## config.mk

```make
export PLATFORM = sky130hd
export DESIGN_NAME = smpq_ctrl
export DESIGN_NICKNAME = d
export VERILOG_FILES = /design/src/design/smpq_pkg.sv /design/src/design/smpq_ctrl.sv
export SDC_FILE = /design/constraint.sdc
export NUM_CORES = 1
export LEC_CHECK = 0
export BUFFER_PORTS_ARGS = -buffer_cell sky130_fd_sc_hd__buf_2
export CORE_AREA = 2 2 39 41
export CTS_CLUSTER_DIAMETER = 40
export DETAILED_ROUTE_END_ITERATION = 7
export DIE_AREA = 0 0 41 43
export GPL_ROUTABILITY_DRIVEN = 0
export PLACE_DENSITY = 0.57
export SYNTH_ARGS = -nofsm -noshare
export SYNTH_HDL_FRONTEND = slang
export SYNTH_SLANG_ARGS = --single-unit
```

## constraint.sdc

```tcl
create_clock -name clk_i -period 2 [get_ports clk_i]
set_input_delay 0.3 -clock clk_i [delete_from_list [all_inputs] [get_ports clk_i]]
set_output_delay 0.3 -clock clk_i [all_outputs]
set_load 0.01 [all_outputs]
```

## src/design/smpq_pkg.sv

```systemverilog
// ----------------------------------------------------------------------------
// smpq_pkg: shared types and constants of the stable min priority queue
// Holds the heap geometry, the entry record, the controller interface and the ordering function.
// ----------------------------------------------------------------------------
package smpq_pkg;

  localparam int unsigned Depth    = 64;
  localparam int unsigned SeqWidth = 32;
  localparam int unsigned AddrW    = $clog2(Depth);
  localparam int unsigned CntW     = $clog2(Depth + 1);
  localparam int unsigned PayW     = 20;
  localparam int unsigned EntW     = 8 + PayW + SeqWidth;

  localparam logic       CmdInsert = 1'b0;
  localparam logic       CmdPop    = 1'b1;
  localparam logic [1:0] StDone    = 2'd0;
  localparam logic [1:0] StFull    = 2'd1;
  localparam logic [1:0] StEmpty   = 2'd2;

  typedef struct packed {
    logic [7:0]          prio;
    logic [PayW-1:0]     pay;
    logic [SeqWidth-1:0] seq;
  } entry_t;

  // Datapath commands issued by the controller.
  typedef struct packed {
    logic load;      // capture request, start operation
    logic rd_a;      // read parent (insert) or both children (pop)
    logic step;      // evaluate one level, write swaps
    logic finish;    // write sifted entry to its final slot
  } dp_cmd_t;

  // Datapath status seen by the controller.
  typedef struct packed {
    logic quick;     // operation needs no heap walk
    logic done;      // walk finished at this level
  } dp_sts_t;

  function automatic logic before_f(entry_t a, entry_t b);
    if (a.prio != b.prio) begin
      return a.prio < b.prio;
    end
    return a.seq < b.seq;
  endfunction

endpackage

```

## src/design/smpq_ctrl.sv

```systemverilog
// ----------------------------------------------------------------------------
// smpq_ctrl: operation sequencer
// Steps one request through load, per-level read and compare, and result.
// ----------------------------------------------------------------------------
module smpq_ctrl import smpq_pkg::*; (
  input  logic    clk_i,
  input  logic    rst_ni,
  input  logic    in_valid_i,
  output logic    in_ready_o,
  output logic    res_valid_o,
  input  logic    res_ready_i,
  output dp_cmd_t cmd_o,
  input  dp_sts_t sts_i
);

  typedef enum logic [4:0] {
    SIdle = 5'b00001,
    SRead = 5'b00010,
    SStep = 5'b00100,
    SFin  = 5'b01000,
    SOut  = 5'b10000
  } state_e;

  state_e state_q, state_d;

  assign in_ready_o  = (state_q == SIdle);
  assign res_valid_o = (state_q == SOut);

  always_comb begin
    state_d = state_q;
    cmd_o   = '0;
    unique case (state_q)
      SIdle: begin
        if (in_valid_i) begin
          cmd_o.load = 1'b1;
          state_d    = SRead;
        end
      end
      SRead: begin
        if (sts_i.quick) begin
          state_d = SFin;
        end else begin
          cmd_o.rd_a = 1'b1;
          state_d    = SStep;
        end
      end
      SStep: begin
        cmd_o.step = 1'b1;
        state_d    = sts_i.done ? SFin : SRead;
      end
      SFin: begin
        cmd_o.finish = 1'b1;
        state_d      = SOut;
      end
      SOut: begin
        if (res_ready_i) begin
          state_d = SIdle;
        end
      end
      default: state_d = SIdle;
    endcase
  end

  always_ff @(posedge clk_i or negedge rst_ni) begin
    if (!rst_ni) begin
      state_q <= SIdle;
    end else begin
      state_q <= state_d;
    end
  end

  a_onehot: assert property (@(posedge clk_i) disable iff (!rst_ni) $onehot(state_q))
    else $error("state not one-hot");
  a_hold: assert property (@(posedge clk_i) disable iff (!rst_ni)
    res_valid_o && !res_ready_i |=> res_valid_o)
    else $error("result dropped");
  a_load: assert property (@(posedge clk_i) disable iff (!rst_ni)
    cmd_o.load |=> state_q == SRead)
    else $error("load did not start walk");

endmodule

```

### Yosys cells after proc, flatten, opt, wreduce, memory -nomap -nowiden

Index checks and enable logic that the tools add are counted.

* output and inout port bits: 6
* word-level logic and storage cells: 20
* bits of input ports: 6
* bits in registers: 5

* equality and inequality tests: 7
* mux-type cells: 11
* reductions and logical operators: 1

Operators with widths (count)
* $pmux 5 s5: 1
* $mux 5: 2
* $mux 4: 2
* $mux 1: 6
* $eq 5x1->1 const B: 1
* $eq 5x2->1 const B: 1
* $eq 5x3->1 const B: 1
* $eq 5x4->1 const B: 1
* $eq 5x5->1 const B: 1
* $ne 2x1->1 const B: 1
* $ne 2x2->1 const B: 1
* $reduce_and 2->1: 1

### Depth between registers and ports, before layout

* word-level depth: 3
* gate-level depth with buffers: 4
* gate-level depth less buffers: 3

### Least setup slack after synthesis

OpenSTA, ideal clock, no wires.

* path type: reg2out
* start: register state_q[0]
* end: output port cmd_o[3] (netlist bit)
* path slack: 0.555 ns
* data required time: 1.700 ns
* arrival time: 1.145 ns
* cell stages (with the launch flop): 4
* cell sequence: dfstp_2 inv_1 nor4b_4 and2_1

RTL lines
* start: declaration: line smpq_ctrl.sv:24 `state_e state_q, state_d;`
* start signal: assignment: line smpq_ctrl.sv:66 `state_q <= SIdle;`
* start signal: assignment: line smpq_ctrl.sv:68 `state_q <= state_d;`
* end: declaration: line smpq_ctrl.sv:12 `output dp_cmd_t cmd_o,`

### Final worst setup path

* start: register state_q[2]
* end: output port res_valid_o

* longest elaborated chain between the ends: 1

Ends and longest elaborated chain
* $eq 5x5->1: line smpq_ctrl.sv:27 `assign res_valid_o = (state_q == SOut);`
* end: declaration: line smpq_ctrl.sv:10 `output logic res_valid_o,`

No other way between the ends.

==> out/metrics.cfg <==
[outcome]
outcome = completed

[sta]
setup_viol = 0
hold_viol = 0
drv_slew = 0
grt_setup_unrepaired = false
relSlewSlack_pct = 76.0
fin_ws_ns = 0.196
clock_skew_ns = 0.000137
period_needed_ns = 1.80
max_slew.worst_pin.slew_ns = 0.359
finalSetupTns_ns = 0
hold_slack_ns = 0.256
clock.fmax_mhz = 554
min_period_over_period_pct = 90.2

[layout]
fill_cells = 158
largest_reg_flops = 5
n_antenna_cell = 0
final_nets = 53
stdcell_area_um2 = 428
regMostFlops = state_q
fin_cells = 62
layout-drive-gt1-share_pct = 41.3
reg_top3 = state_q: 5 flops
area_growth_pct = 25.7
fin_util_pct = 30.9

[yosys]
synth_seq_area_share_pct = 37.1
synth_cell_types = 24
synth_nets = 39
synth_area_leaders = dfrtp_1 (29%), dfstp_2 (7.7%), nor4b_4 (7.0%), and3b_1 (5.1%), nor4b_1 (5.1%)
synthCells = 33
yosysTopAreaCell = dfrtp_1
synth_top_area_share_pct = 29.4
yosys_warnings = 0
synth_seq_cells = 5
syn_avg_cell_area_um2 = 10.3
syn_area_um2 = 340

[floorplan]
die-area_mm2 = 0.00176
num_rows = 14
initial_core_util_pct = 24.6
die_x_um = 41
coreArea_mm2 = 0.00138
die_height_um = 43
ios = 12

[placed_design]
dpl.hpwl_um = 558
placed_cell_area_um2 = 392
io_buffers = 11
dpl_worst_slack_ns = 0.449
dp.cells = 57

[global_routing]
grtUsageTotal_pct = 10.6
grt_start_max_net_pins = 12
grt_pass1_vias = 280
antenna_found_initial = 0
grt_pass1_wl_mm = 1.19
gr-total-overflow = 0

[route]
drt_iter0_drc = 3
drcViolationCount = 0
antenna_left = 0
dr.pass1.iters = 3
vias = 293
wl_per_cell_um = 11.4
wl_um = 709
viasPerCell = 4.73

[clocking]
cts_root_buffer = clkbuf_4
cts_buffer_depth = 2
cts_buffers = 3
cts_resized = 0
h-tree-depth = 1
clkLatencyLatePin_ns = 0.23
cts.sinks = 5
clkTransAtPathRegs_ns = 0.04
cts_tree = done

[critical_path]
timing.rr.start = state_q[1]$_DFFE_PN0P_
path_class = flop to output port
r2r_end = state_q[0]$_DFFE_PN1P_
worstPathRequired_ns = 1.70
r2r_slack_ns = 0.72
reg2regPathDepth = 3
worstSetupEndpointType = output port
arrival_ns = 1.50
path_max_fanout = 11
crit_path_start_kind = flop

[power]
cellLeakagePower_nw = 0.203
p_per_area_mw_per_mm2 = 1160
vdd_drop_max_uv = 276
fin_total_pwr_uw = 498

[run]
maxCapViolCount = 0

[hold_path]
hold_path_end = state_q[2]$_DFFE_PN0P_
worstHoldPathCells = 2
holdCritPathClass = input port to flop
hp-start = sts_i[1]

-- logic make-up (layout without fill, tap and decap cells) --
| family | after synthesis | in the layout | synth area share, % |
|---|---|---|---|
| buf+inv | 4 | 17 | 8.09 |
| simple gates | 18 | 18 | 43.4 |
| compound gates | 6 | 6 | 11.4 |
| flops | 5 | 5 | 37.1 |
-- synth_stat cells --
master	n
a211o_1	1
a21oi_1	2
a21oi_2	1
a31oi_1	1
and2_1	1
and3b_1	2
buf_2	1
buf_4	1
buf_6	1
dfrtp_1	4
dfstp_2	1
inv_1	1
nand2_1	1
nand2b_1	1
nand3b_1	2
nor2_1	3
nor3b_1	1
nor3b_2	1
nor4_1	1
nor4b_1	2
nor4b_4	1
o21ai_0	1
or3_4	1
or3b_1	1
-- routing by layer --
| metal | vias up | track usage, % | part of all wire, % |
|---|---|---|---|
| met4 | 0 | 8.00 | 0 |
| met1 | 139 | 11.5 | 44 |
| met5 | - | 0 | 0 |
| li1 | 147 | - | - |
| met3 | 0 | 3.14 | 4.9 |
| met2 | 7 | 16.3 | 51 |
-- repair_timing --
action,CTS,global route
hold buffers,1,0
endpoints found under the hold margin,4,0
setup buffers,0,0
-- critical path, stage by stage (launching register included) --
cell	delay, ns
dfrtp_1	0.50
or3_4	0.46
nor3b_2	0.17
buf_2	0.14
-- layout make-up --
class	count	area, um2	area share [%]
multi-input combinational	24	186	43.6
clock buffer	4	26.3	6.14
sequential	5	126	29.5
timing repair buffer	12	65.1	15.2
inverter	1	3.75	0.877
tap	16	20.0	4.68
-- layout by cell type, fill, tap and decap left out, types with 2 or more instances in the layout --
cell	instances
dfrtp_1	4
nor2_1	3
nand3b_1	2
a21oi_1	2
and3b_1	2
clkbuf_4	3
buf_2	11
nor4b_1	2
-- worst max-delay path by stage --
stage,from,to,slack (ns),cells past startpoint
2_1_floorplan,state_q[0]$_DFFE_PN1P_,cmd_o[3],0.56,3
3_3_place_gp,state_q[3]$_DFFE_PN0P_,cmd_o[2],0.47,4
3_5_place_dp,state_q[2]$_DFFE_PN0P_,res_valid_o,0.45,3
4_1_cts,state_q[2]$_DFFE_PN0P_,res_valid_o,0.19,3
5_1_grt,state_q[3]$_DFFE_PN0P_,cmd_o[2],0.07,4
6_report,state_q[2]$_DFFE_PN0P_,res_valid_o,0.20,3
-- power by group --
| group | switching, mW | internal (mW) |
|---|---|---|
| logic | 0.0937 | 0.107 |
| clock network | 0.0378 | 0.0752 |
| registers | 0.0515 | 0.132 |
No activity file was read; power rests on OpenSTA's default activity.
